===== src/hdl/mvn_pkg.sv =====
// Shared widths, constants and controller/datapath interface types for the matrix-vector norm.
package mvn_pkg;

    // Field widths
    localparam int unsigned ELEM_W     = 16;  // Q1.15 matrix and vector elements
    localparam int unsigned PROD_W     = 32;  // Q2.30 product
    localparam int unsigned DIM_W      = 11;  // dimension register
    localparam int unsigned ROW_SUM_W  = 42;  // row dot product accumulator
    localparam int unsigned FRAC_W     = 15;  // bits dropped at row end
    localparam int unsigned ROW_VAL_W  = ROW_SUM_W - FRAC_W;  // 27-bit row value
    localparam int unsigned SQ_W       = 2 * ROW_VAL_W;       // square of the magnitude
    localparam int unsigned SQ_SUM_W   = 64;  // saturating sum of squares
    localparam int unsigned NORM_W     = 32;  // integer square root

    // Square root unit: one result bit per cycle
    localparam int unsigned SQRT_STEPS = SQ_SUM_W / 2;
    localparam int unsigned STEP_W     = $clog2(SQRT_STEPS);

    // Dimension register value after reset
    localparam logic [DIM_W-1:0] DIM_RESET = DIM_W'(1000);

    // Commands from the controller to the datapath
    typedef struct packed {
        logic clear;       // drop all accumulators and pipeline contents
        logic acc_valid;   // an input beat is taken this cycle
        logic use_prod;    // dimension above one: accumulate products
        logic row_end;     // this beat closes a row
        logic root_start;  // load the square root unit from the sum of squares
        logic root_step;   // one square root iteration
        logic load_out;    // move the root into the output register
    } mvn_cmd_t;

    // Status from the datapath to the controller
    typedef struct packed {
        logic pipe_busy;   // products or squares still in flight
        logic out_free;    // output register can take a result this cycle
    } mvn_status_t;

endpackage


===== src/hdl/mvn_ctrl.sv =====
// Controller: dimension register, row/column counters and the sequencing state machine.
module mvn_ctrl #(
    parameter int unsigned MAX_DIMENSION = 1024
) (
    input  logic                            clk,
    input  logic                            rst_n,
    input  logic                            cfg_write_enable,
    input  logic [mvn_pkg::DIM_W-1:0]       cfg_write_data,
    input  logic                            in_valid,
    output logic                            in_stall,
    input  mvn_pkg::mvn_status_t            status,
    output mvn_pkg::mvn_cmd_t               cmd
);

    localparam int unsigned CNT_W = (MAX_DIMENSION > 1) ? $clog2(MAX_DIMENSION) : 1;
    localparam logic [mvn_pkg::DIM_W-1:0] MAX_D = mvn_pkg::DIM_W'(MAX_DIMENSION);
    localparam logic [mvn_pkg::DIM_W-1:0] ONE_D = mvn_pkg::DIM_W'(1);
    localparam logic [mvn_pkg::STEP_W-1:0] LAST_STEP =
        mvn_pkg::STEP_W'(mvn_pkg::SQRT_STEPS - 1);

    typedef enum logic [3:0] {
        ST_ACCUM = 4'b0001,
        ST_FLUSH = 4'b0010,
        ST_ROOT  = 4'b0100,
        ST_LOAD  = 4'b1000
    } state_t;

    state_t                       state_reg, state_next;
    logic [mvn_pkg::DIM_W-1:0]    dim_reg;
    logic [CNT_W-1:0]             col_reg, col_next;
    logic [CNT_W-1:0]             row_reg, row_next;
    logic [mvn_pkg::STEP_W-1:0]   step_reg, step_next;

    logic [mvn_pkg::DIM_W-1:0]    dim_act;
    logic                         accept;
    logic                         col_last;
    logic                         row_last;

    // Active dimension: zero counts as one, large values clamp to the maximum
    always_comb
    begin
        if (dim_reg == '0)
            dim_act = ONE_D;
        else if (dim_reg > MAX_D)
            dim_act = MAX_D;
        else
            dim_act = dim_reg;
    end

    assign in_stall = (state_reg != ST_ACCUM);
    assign accept   = in_valid && !in_stall;
    assign col_last = !((mvn_pkg::DIM_W'(col_reg) + ONE_D) < dim_act);
    assign row_last = !((mvn_pkg::DIM_W'(row_reg) + ONE_D) < dim_act);

    // Next state, counters and commands
    always_comb
    begin
        state_next = state_reg;
        col_next   = col_reg;
        row_next   = row_reg;
        step_next  = step_reg;

        cmd            = '0;
        cmd.clear      = cfg_write_enable;
        cmd.acc_valid  = accept;
        cmd.use_prod   = (dim_act > ONE_D);
        cmd.row_end    = col_last;

        unique case (state_reg)
            ST_ACCUM:
            begin
                if (accept)
                begin
                    if (col_last)
                    begin
                        col_next = '0;
                        if (row_last)
                        begin
                            row_next   = '0;
                            state_next = ST_FLUSH;
                        end
                        else
                        begin
                            row_next = row_reg + 1'b1;
                        end
                    end
                    else
                    begin
                        col_next = col_reg + 1'b1;
                    end
                end
            end
            ST_FLUSH:
            begin
                // Wait for the last square to land in the sum
                if (!status.pipe_busy)
                begin
                    cmd.root_start = 1'b1;
                    step_next      = '0;
                    state_next     = ST_ROOT;
                end
            end
            ST_ROOT:
            begin
                cmd.root_step = 1'b1;
                step_next     = step_reg + 1'b1;
                if (step_reg == LAST_STEP)
                    state_next = ST_LOAD;
            end
            ST_LOAD:
            begin
                if (status.out_free)
                begin
                    cmd.load_out = 1'b1;
                    state_next   = ST_ACCUM;
                end
            end
            default:
            begin
                state_next = ST_ACCUM;
            end
        endcase

        // A dimension write restarts the matrix
        if (cfg_write_enable)
        begin
            state_next = ST_ACCUM;
            col_next   = '0;
            row_next   = '0;
        end
    end

    // Control registers
    always_ff @(posedge clk or negedge rst_n)
    begin
        if (!rst_n)
        begin
            state_reg <= ST_ACCUM;
            dim_reg   <= mvn_pkg::DIM_RESET;
            col_reg   <= '0;
            row_reg   <= '0;
            step_reg  <= '0;
        end
        else
        begin
            state_reg <= state_next;
            col_reg   <= col_next;
            row_reg   <= row_next;
            step_reg  <= step_next;
            if (cfg_write_enable)
                dim_reg <= cfg_write_data;
        end
    end

endmodule


===== src/hdl/mvn_dp.sv =====
// Datapath: product/accumulate pipeline, saturating square sum, square root unit, output register.
module mvn_dp (
    input  logic                                clk,
    input  logic                                rst_n,
    input  mvn_pkg::mvn_cmd_t                   cmd,
    output mvn_pkg::mvn_status_t                status,
    input  logic signed [mvn_pkg::ELEM_W-1:0]   matrix_value,
    input  logic signed [mvn_pkg::ELEM_W-1:0]   vector_value,
    output logic                                out_valid,
    input  logic                                out_stall,
    output logic [mvn_pkg::NORM_W-1:0]          norm,
    output logic                                saturated
);

    localparam logic [mvn_pkg::SQ_SUM_W-1:0] ROOT_BIT_INIT =
        mvn_pkg::SQ_SUM_W'(1) << (mvn_pkg::SQ_SUM_W - 2);

    // Pipeline valids
    logic s1_valid_reg, s1_row_end_reg;
    logic s2_valid_reg;
    logic s3_valid_reg;
    logic out_valid_reg;

    // Arithmetic state
    logic signed [mvn_pkg::PROD_W-1:0]     prod_reg;
    logic signed [mvn_pkg::ROW_SUM_W-1:0]  row_sum_reg;
    logic signed [mvn_pkg::ROW_VAL_W-1:0]  row_val_reg;
    logic [mvn_pkg::SQ_W-1:0]              sq_reg;
    logic [mvn_pkg::SQ_SUM_W-1:0]          sq_sum_reg;
    logic                                  overflow_reg;

    // Square root unit
    logic [mvn_pkg::SQ_SUM_W-1:0]          root_work_reg;
    logic [mvn_pkg::SQ_SUM_W-1:0]          root_res_reg;
    logic [mvn_pkg::SQ_SUM_W-1:0]          root_bit_reg;
    logic                                  sat_cap_reg;

    // Output register
    logic [mvn_pkg::NORM_W-1:0]            norm_reg;
    logic                                  saturated_reg;

    logic signed [mvn_pkg::ROW_SUM_W-1:0]  row_sum_new;
    logic [mvn_pkg::ROW_VAL_W-1:0]         row_mag;
    logic [mvn_pkg::SQ_SUM_W:0]            sq_sum_wide;
    logic [mvn_pkg::SQ_SUM_W-1:0]          root_trial;
    logic                                  root_fits;

    // Row sum with the product in flight, sign extended to the accumulator
    assign row_sum_new = row_sum_reg
        + {{(mvn_pkg::ROW_SUM_W - mvn_pkg::PROD_W){prod_reg[mvn_pkg::PROD_W-1]}}, prod_reg};

    // Magnitude of the floored row value; the most negative value maps to 2^26
    assign row_mag = row_val_reg[mvn_pkg::ROW_VAL_W-1]
        ? (~row_val_reg + 1'b1) : row_val_reg;

    assign sq_sum_wide = {1'b0, sq_sum_reg} + (mvn_pkg::SQ_SUM_W + 1)'(sq_reg);

    // Digit-by-digit root trial subtract
    assign root_trial = root_res_reg + root_bit_reg;
    assign root_fits  = (root_work_reg >= root_trial);

    assign status.pipe_busy = s1_valid_reg || s2_valid_reg || s3_valid_reg;
    assign status.out_free  = !out_valid_reg || !out_stall;

    assign out_valid = out_valid_reg;
    assign norm      = norm_reg;
    assign saturated = saturated_reg;

    // Control bits of the pipeline and output
    always_ff @(posedge clk or negedge rst_n)
    begin
        if (!rst_n)
        begin
            s1_valid_reg   <= 1'b0;
            s1_row_end_reg <= 1'b0;
            s2_valid_reg   <= 1'b0;
            s3_valid_reg   <= 1'b0;
            out_valid_reg  <= 1'b0;
            row_sum_reg    <= '0;
            sq_sum_reg     <= '0;
            overflow_reg   <= 1'b0;
        end
        else if (cmd.clear)
        begin
            s1_valid_reg   <= 1'b0;
            s1_row_end_reg <= 1'b0;
            s2_valid_reg   <= 1'b0;
            s3_valid_reg   <= 1'b0;
            row_sum_reg    <= '0;
            sq_sum_reg     <= '0;
            overflow_reg   <= 1'b0;
            if (out_valid_reg && !out_stall)
                out_valid_reg <= 1'b0;
        end
        else
        begin
            // Stage 1: product of the accepted beat
            s1_valid_reg   <= cmd.acc_valid && cmd.use_prod;
            s1_row_end_reg <= cmd.acc_valid && cmd.use_prod && cmd.row_end;

            // Stage 2: accumulate, close the row
            s2_valid_reg <= s1_valid_reg && s1_row_end_reg;
            if (s1_valid_reg)
                row_sum_reg <= s1_row_end_reg ? '0 : row_sum_new;

            // Stage 3: square
            s3_valid_reg <= s2_valid_reg;

            // Stage 4: saturating sum of squares; the root unit takes it and clears it
            if (cmd.root_start)
            begin
                sq_sum_reg   <= '0;
                overflow_reg <= 1'b0;
            end
            else if (s3_valid_reg)
            begin
                if (sq_sum_wide[mvn_pkg::SQ_SUM_W])
                begin
                    sq_sum_reg   <= '1;
                    overflow_reg <= 1'b1;
                end
                else
                begin
                    sq_sum_reg <= sq_sum_wide[mvn_pkg::SQ_SUM_W-1:0];
                end
            end

            // Output beat handshake
            if (cmd.load_out)
                out_valid_reg <= 1'b1;
            else if (out_valid_reg && !out_stall)
                out_valid_reg <= 1'b0;
        end
    end

    // Payload registers
    always_ff @(posedge clk)
    begin
        prod_reg <= matrix_value * vector_value;

        if (s1_valid_reg && s1_row_end_reg)
            row_val_reg <= row_sum_new[mvn_pkg::ROW_SUM_W-1:mvn_pkg::FRAC_W];

        sq_reg <= row_mag * row_mag;

        // Square root: one result bit per step
        if (cmd.root_start)
        begin
            root_work_reg <= sq_sum_reg;
            root_res_reg  <= '0;
            root_bit_reg  <= ROOT_BIT_INIT;
            sat_cap_reg   <= overflow_reg;
        end
        else if (cmd.root_step)
        begin
            if (root_fits)
            begin
                root_work_reg <= root_work_reg - root_trial;
                root_res_reg  <= (root_res_reg >> 1) + root_bit_reg;
            end
            else
            begin
                root_res_reg <= root_res_reg >> 1;
            end
            root_bit_reg <= root_bit_reg >> 2;
        end

        if (cmd.load_out)
        begin
            norm_reg      <= root_res_reg[mvn_pkg::NORM_W-1:0];
            saturated_reg <= sat_cap_reg;
        end
    end

endmodule


===== src/hdl/matrix_vector_norm_core.sv =====
// Top level of the matrix-vector norm: controller, datapath and port wiring.
//
// Input channel (in_valid / in_stall): one beat per matrix element in row-major
// order, matrix_value paired with the vector element of its column, both Q1.15.
// While a matrix streams in, a beat is taken every cycle. After the last beat of
// a matrix the input stalls while the multiply/accumulate/square pipeline drains
// and the root starts, the square root unit runs 32 steps (one result bit per
// step), and the root moves to the output register, which raises out_valid.
// Output channel (out_valid / out_stall): one beat per matrix carrying norm
// (Q.15 floor of the square root of the sum of squared row values) and
// saturated. The result sits in its own register, so the next matrix streams in
// while it waits; if the receiver still stalls when the next root is ready,
// the input stays stalled until the pending beat is taken.
// Configuration: cfg_write_enable writes cfg_write_data into the dimension
// register (zero acts as one, values above MAX_DIMENSION clamp) and restarts the
// current matrix. With dimension one every beat completes a matrix, norm 0.
// Reset: dimension 1000, all sums and counters zero, no output beat pending.
module matrix_vector_norm_core #(
    parameter int unsigned MAX_DIMENSION = 1024
) (
    input  logic                                clk,
    input  logic                                rst_n,
    input  logic                                cfg_write_enable,
    input  logic [mvn_pkg::DIM_W-1:0]           cfg_write_data,
    input  logic                                in_valid,
    output logic                                in_stall,
    input  logic signed [mvn_pkg::ELEM_W-1:0]   matrix_value,
    input  logic signed [mvn_pkg::ELEM_W-1:0]   vector_value,
    output logic                                out_valid,
    input  logic                                out_stall,
    output logic [mvn_pkg::NORM_W-1:0]          norm,
    output logic                                saturated
);

    mvn_pkg::mvn_cmd_t     cmd;
    mvn_pkg::mvn_status_t  status;

    // Sequencing
    mvn_ctrl #(
        .MAX_DIMENSION (MAX_DIMENSION)
    ) u_ctrl (
        .clk              (clk),
        .rst_n            (rst_n),
        .cfg_write_enable (cfg_write_enable),
        .cfg_write_data   (cfg_write_data),
        .in_valid         (in_valid),
        .in_stall         (in_stall),
        .status           (status),
        .cmd              (cmd)
    );

    // Arithmetic
    mvn_dp u_dp (
        .clk          (clk),
        .rst_n        (rst_n),
        .cmd          (cmd),
        .status       (status),
        .matrix_value (matrix_value),
        .vector_value (vector_value),
        .out_valid    (out_valid),
        .out_stall    (out_stall),
        .norm         (norm),
        .saturated    (saturated)
    );

endmodule


===== config.mk =====
export PLATFORM = sky130hd
export DESIGN_NAME = matrix_vector_norm_core
export DESIGN_NICKNAME = d
export VERILOG_FILES = /design/src/hdl/mvn_pkg.sv /design/src/hdl/mvn_ctrl.sv /design/src/hdl/mvn_dp.sv /design/src/hdl/matrix_vector_norm_core.sv
export SDC_FILE = /design/constraint.sdc
export NUM_CORES = 2
export LEC_CHECK = 0
export BUFFER_PORTS_ARGS = -buffer_cell sky130_fd_sc_hd__buf_2
export CAP_MARGIN = 20
export CELL_PAD_IN_SITES_DETAIL_PLACEMENT = 1
export CELL_PAD_IN_SITES_GLOBAL_PLACEMENT = 1
export CORE_ASPECT_RATIO = 0.5
export CORE_UTILIZATION = 30
export CTS_BUF_LIST = sky130_fd_sc_hd__clkbuf_16
export DETAILED_ROUTE_END_ITERATION = 12
export PLACE_DENSITY_LB_ADDON = 0.1
export REMOVE_ABC_BUFFERS = 1
export SLEW_MARGIN = 15
export SYNTH_ARGS = -nofsm -noshare
export SYNTH_HDL_FRONTEND = slang
export SYNTH_SLANG_ARGS = --single-unit

===== constraint.sdc =====
create_clock -name clk -period 22.5 [get_ports clk]
set_input_delay 6.75 -clock clk [delete_from_list [all_inputs] [get_ports clk]]
set_output_delay 6.75 -clock clk [all_outputs]
set_load 0.01 [all_outputs]

==> Word level (Yosys, flattened, before mapping) <==
Cells that the tools add are included.
W data, S select, Z words.
{ "classes": {"magnitude_cmp": 5, "div": 0, "n_reduce_logical": 27, "n_mux": 49, "n_bitwise": 1, "eq_ne": 14, "add_sub_neg": 11, "n_mul": 2, "n_shift": 0} }
{ "op_table": {"columns": ["operator", "count"], "rows": [
  ["$mux W64", 8],
  ["$mux W42", 3],
  ["$mux W10", 9],
  ["$add A64 B54 Y65", 1],
  ["$add A63 B63 Y64", 1],
  ["$add A64 B63 Y64", 1],
  ["$ge A64 B64 Y1", 1],
  ["$sub A64 B64 Y64", 1],
  ["$mul A27 B27 Y54", 1],
  ["$add A42 B42 Y42", 1],
  ["$mul A16 B16 Y32", 1],
  ["$mux W4", 7],
  ["$add A27 B1 Y27 const B", 1],
  ["$mux W27", 1],
  ["$not A27 Y27", 1],
  ["$add A10 B1 Y11 const B", 2],
  ["$lt A11 B11 Y1", 2],
  ["$mux W11", 2],
  ["$add A10 B1 Y10 const B", 2],
  ["$mux W1", 16],
  ["$pmux W4 S4", 1],
  ["$ne A3 B3 Y1 const B", 4],
  ["$reduce_bool A2 Y1", 6],
  ["$gt A11 B1 Y1 const B", 1],
  ["20 further kinds", 35]
]} }
{ "totals": {"latchBits": 0, "romBits": 0, "ff_bits": 459, "word_cells": 131, "inputBits": 48, "output_inout_bits": 35, "mem_bits_rw": 0, "n_memories": 0} }

==> Longest topological paths before layout <==
{ "logic_depth": {"word_depth": 9, "depth_mapped": 36, "mapped_depth_nobuf": 35} }

==> Hierarchy <==
A second synthesis with hierarchy kept.
{ "unflattened": {"hier_cells": 6656, "hier_area_um2": 59771.1} }
{ "modules_own_cells": {"columns": ["mod", "seq_area_each_um2", "cells_each", "area_per_inst_um2", "instances"], "rows": [
  ["mvn_dp", 10179.8, 6376, 57111.0, 1],
  ["mvn_ctrl", 1009.7, 280, 2660.1, 1]
]} }

==> Worst setup path after synthesis <==
OpenSTA, ideal clock, no wires.
{ "synth_path": {"path_kind": "input to register", "from": "input port matrix_value[10] (netlist name)", "to": "register u_dp.prod_reg[23] (netlist name)", "path_slack_ns": 9.883, "arrival_time_ns": 12.490, "path_stages": 24, "n_path_buf": 1, "cell_sequence": "clkbuf_1 nand2_1 fa_1 inv_1 fa_1 inv_1 fa_1 fa_1 inv_1 fa_1 inv_1 fa_1 inv_1 ha_1 a21o_1 a21o_1 a21oi_1 o21ai_0 a22oi_1 a21oi_1 a21o_1 a2111oi_0 nor3_1 xor2_1"} }
{ "synth_via": {"elab_chain_len": 1} }
{ "synth_lines": {"columns": ["element", "line_no", "text"], "rows": [
  ["start: declaration", "matrix_vector_norm_core.sv:27", "input logic signed [mvn_pkg::ELEM_W-1:0] matrix_value,"],
  ["$mul A16 B16 Y32", "mvn_dp.sv:139", "prod_reg <= matrix_value * vector_value;"],
  ["end signal: assignment", "mvn_dp.sv:139", null],
  ["end: declaration", "mvn_dp.sv:25", "logic signed [mvn_pkg::PROD_W-1:0] prod_reg;"]
]} }
No other way between the ends.
A chain may end at the register's enable or synchronous reset.

==> Worst setup path after layout <==
Same ends and word-level chain as after synthesis.

==> summary.md <==
| Metric | Value |
|---|---|
| Vias per inst | between 4 and 5 |
| WP buf/inv | 6 |
| HPWL after DPL | 157000 um |
| Die area | about 200000 um^2 |
| Clock Power Share | 13.4% |
| Slew Viols, Final | 0 |
| Post-synth cell types | 98 |
| Seq. cell area | 11200 um^2 |
| R2R setup slack | 11.78 ns |
| CTS tree | built |
| Port bufs | 82 |
| Vias | about 47000 |
| Slew Limit Headroom | between 20 and 30% |
| Drt first-iter violations | 2016 |
| CTS Hold Bufs | 0 |
| Layout area overhead | 8.56% |
| Seq/Total Area, Yosys | between 10% and 20% |
| Layout cell share with drive strength beyond 1 | 4.71% |
| GPL Wtd Cong | 0.838 |
| Post-Synthesis Cell Area | 60200 um^2 |
| Die width | 635 um |
| Final period utilization | 55.9% |
| Root Buffer | clkbuf_16 |
| Clock sinks | ~460 |
| HP Class | register to register |
| Gate power share | 68.0% |
| Clk slew on worst S/H paths | 0.07 ns |
| Switching pwr | between 3000 and 4000 uW |
| DRT antenna net count | 0 |
| Critical path capture point | u_dp.prod_reg[23]$_DFF_P_ |
| TritonCTS buffer count | 53 |
| RSZ-0062 raised after global routing | no |
| # rows | approximately 120 |
| Final WL | 195000 um |
| H-tree level count | 2 |
| Total Neg Setup Slack | 0 ns |
| Slowest cell on the critical path | fa_1 |
| EDFF count, synth | 125 |
| First drt pass iteration count | 5 |
| P per Cell Area | between 100 and 150 nW/um^2 |
| Fill count | 23021 |
| Min Hold Slack | 0.444 ns |
| Crit. End Element | register |
| Commonest non-fill, non-tap cells in the layout | 1138 x inv_1, 816 x fa_1, 759 x nand2_1 |
| CP max stage delay | 0.55 ns |
| Layout Nets | 8138 |
| Post_cts resized | 0 |
| Largest net degree at the start of global routing | 74 |
| Post-CTS setup repair buffer count | 0 |
| Achievable Freq | 79.5 MHz |
| Synth Flop Type | dfxtp_1 |
| Max-Cap Viols | 0 |
| Switch share | 48.3% |
| Crit path DAT | 13.12 ns |
| Critical path's top delay family | adder cells |
| Clk_skew | roughly 0.070 ns |
| Area of the multi-input gates | ~44000 um^2 |
| Starting Density | 30.4% |
| WL/cell | 20.7 um |
| Vias in the first global route | roughly 53000 |
| Levels on crit path | 24 |
| Clk_lat worst skew | 0.71 ns |
| Reg2Reg Depth | 36 |
| First-pass GRT wire length | 310000 um |
| Critical path startpoint | matrix_value[10] |
| Worst path cell trace | buf_2 -> nand2_1 -> fa_1 -> inv_1 -> fa_1 -> inv_1 -> fa_1 -> fa_1 -> inv_1 -> fa_1 -> inv_1 -> fa_1 -> inv_1 -> ha_1 -> a21o_1 -> a21o_1 -> a21oi_1 -> o21ai_0 -> a22oi_1 -> a21oi_1 -> a21o_1 -> a2111oi_0 -> nor3_1 -> xor2_1 |
| Commonest non-fill, non-tap cell in the layout | inv_1 |
| Antenna violations before repair | 3 |
| Total power | approximately 6800 uW |
| Setup-failing EPs final | 0 |
| Syn avg cell area | 8.87 um^2 |
| Worst slew pin tran | 1.05 ns |
| Syn. warnings | 0 |
| Placeable Area | a little under 200000 um^2 |
| Crit-path most repeated cell | fa_1 |
| Leak Pwr | 0.0310 uW |
| Startpoint Class | input pin |
| Clock period minus worst slack | 12.57 ns |
| Synth async-reset ratio | between 30 and 40% |
| Cell Count, Final, Fillers Out | 9426 |
| # IOs | 83 |
| Vert. Die Dim | 319 um |
| Endpoints failing hold | 0 |
| Cells after DPL | between 9000 and 10000 |
| Worst-path fanout max | 16 |
| Peak supply drop | 122 uV |
| Cell count after synthesis | just under 7000 |
| All-layer global routing usage | slightly below 20% |
| Worst R2R End | u_dp.sq_reg[44]$_DFF_P_ |
| Internal | 3490 uW |
| Reg2reg start | u_dp.row_val_reg[0]$_DFFE_PP_ |
| Critical path data required time | around 23 ns |
| FF+latch count, synth | 458 |
| Sequential Power Share | 18.6% |
| Grt ovf | 0 |
| Max Buffers Root-to-Sink | 3 |
| Crit path kind | input pin to register |
| Status | completed |
| DR DRC count | 0 |
==> cell usage after synthesis (12+ instances only) <==
library cell	n	area, um^2
inv_1	1128	4230
fa_1	816	16300
nand2_1	760	2850
ha_1	526	6580
nor2_1	427	1600
a21oi_1	338	1690
o21ai_0	327	1640
clkbuf_1	214	803
xnor2_1	207	1810
dfxtp_1	181	3620
xor2_1	164	1440
a21o_1	150	1130
dfrtp_1	145	3630
and2_1	125	782
edfxtp_1	125	3750
nand3_1	108	541
a31oi_1	90	563
nor3_1	85	425
nand4_1	80	500
nand2b_1	52	325
o21bai_1	50	375
nor2b_1	44	275
o21a_1	43	323
a221o_1	41	410
a211oi_1	40	300
a22o_1	38	333
and3_1	33	206
o211ai_1	30	225
o31ai_1	26	195
or3_1	24	150
buf_2	19	95.1
buf_1	18	67.6
nor4_1	18	113
a31o_2	16	140
nor3b_1	15	113
or2_2	15	93.8
a21boi_0	14	105
a211o_1	13	114
mux2_2	13	146
nand3b_1	13	97.6
and4_1	12	105
mux2i_1	12	120
==> logic make-up (layout without fill, tap and decap cells) <==
family | Yosys count | after routing | share of synthesized area [%]
multiplexers | 25 | 25 | 0.443
flip-flops | 458 | 458 | 18.6
other | 2 | 21 | 0.0125
AO/OA/AOI/OAI | 1344 | 1344 | 14.5
XOR/XNOR | 374 | 374 | 5.48
buffers and inverters | 1392 | 1381 | 8.75
AND/OR/NAND/NOR | 1849 | 1849 | 14.2
adder cells (fa/ha/maj) | 1342 | 1342 | 38.1
==> worst min-delay path by stage <==
stage	start	end	slack, ns	depth (start not counted)
final	u_dp.sat_cap_reg$_DFFE_PP_	u_dp.saturated$_DFFE_PP_	0.44	0
after global routing	u_dp.sat_cap_reg$_DFFE_PP_	u_dp.saturated$_DFFE_PP_	0.46	0
after CTS	u_dp.sat_cap_reg$_DFFE_PP_	u_dp.saturated$_DFFE_PP_	0.45	0
after detailed placement	u_dp.sat_cap_reg$_DFFE_PP_	u_dp.saturated$_DFFE_PP_	0.44	0
after global placement	u_dp.overflow_reg$_DFFE_PN0P_	u_dp.sat_cap_reg$_DFFE_PP_	0.44	0
after floorplan	u_dp.sat_cap_reg$_DFFE_PP_	u_dp.saturated$_DFFE_PP_	0.40	0
==> layout make-up <==
type / count / share of cell area [%]
Antenna cell: 1 / 0.00383
Clock buffer: 54 / 2.07
Clock inverter: 46 / 0.630
Inverter: 1137 / 6.53
Multi-Input combinational cell: 4954 / 67.2
Sequential cell: 458 / 17.1
Tap cell: 2632 / 5.04
Timing Repair Buffer: 144 / 1.35
==> power by group through the flow <==
stage	sequential, uW	clock [uW]	combinational (uW)
2_1_floorplan	1200	0	3420
3_3_place_gp	1270	0	4510
3_5_place_dp	1280	0	4660
4_1_cts	1260	949	4690
5_1_grt	1280	979	5220
6_report	1260	907	4590
==> routing by layer <==
| layer | GRT usage [%] | part of all wire (%) | wire length [um] |
|---|---|---|---|
| met1 | 25.5 | 47 | 91800 |
| met3 | 1.96 | 2.5 | 4780 |
| met4 | 3.69 | 1.9 | 3610 |
| met5 | 0 | 0 | 0 |
| met2 | 34.3 | 49 | 94800 |
==> metrics by stage <==
step / util, % / worst slack [ns] / instance area, um^2
3_5_place_dp: 32.1 / 9.18 / 63600
6_report: 33.0 / 9.93 / 65300
2_1_floorplan: - / 10.20 / 59300
3_3_place_gp: 32.1 / 9.23 / 63600
5_1_grt: 33.0 / 9.62 / 65300
4_1_cts: 33.0 / 9.91 / 65300
Note: power is estimated with default switching activity, not from simulation.
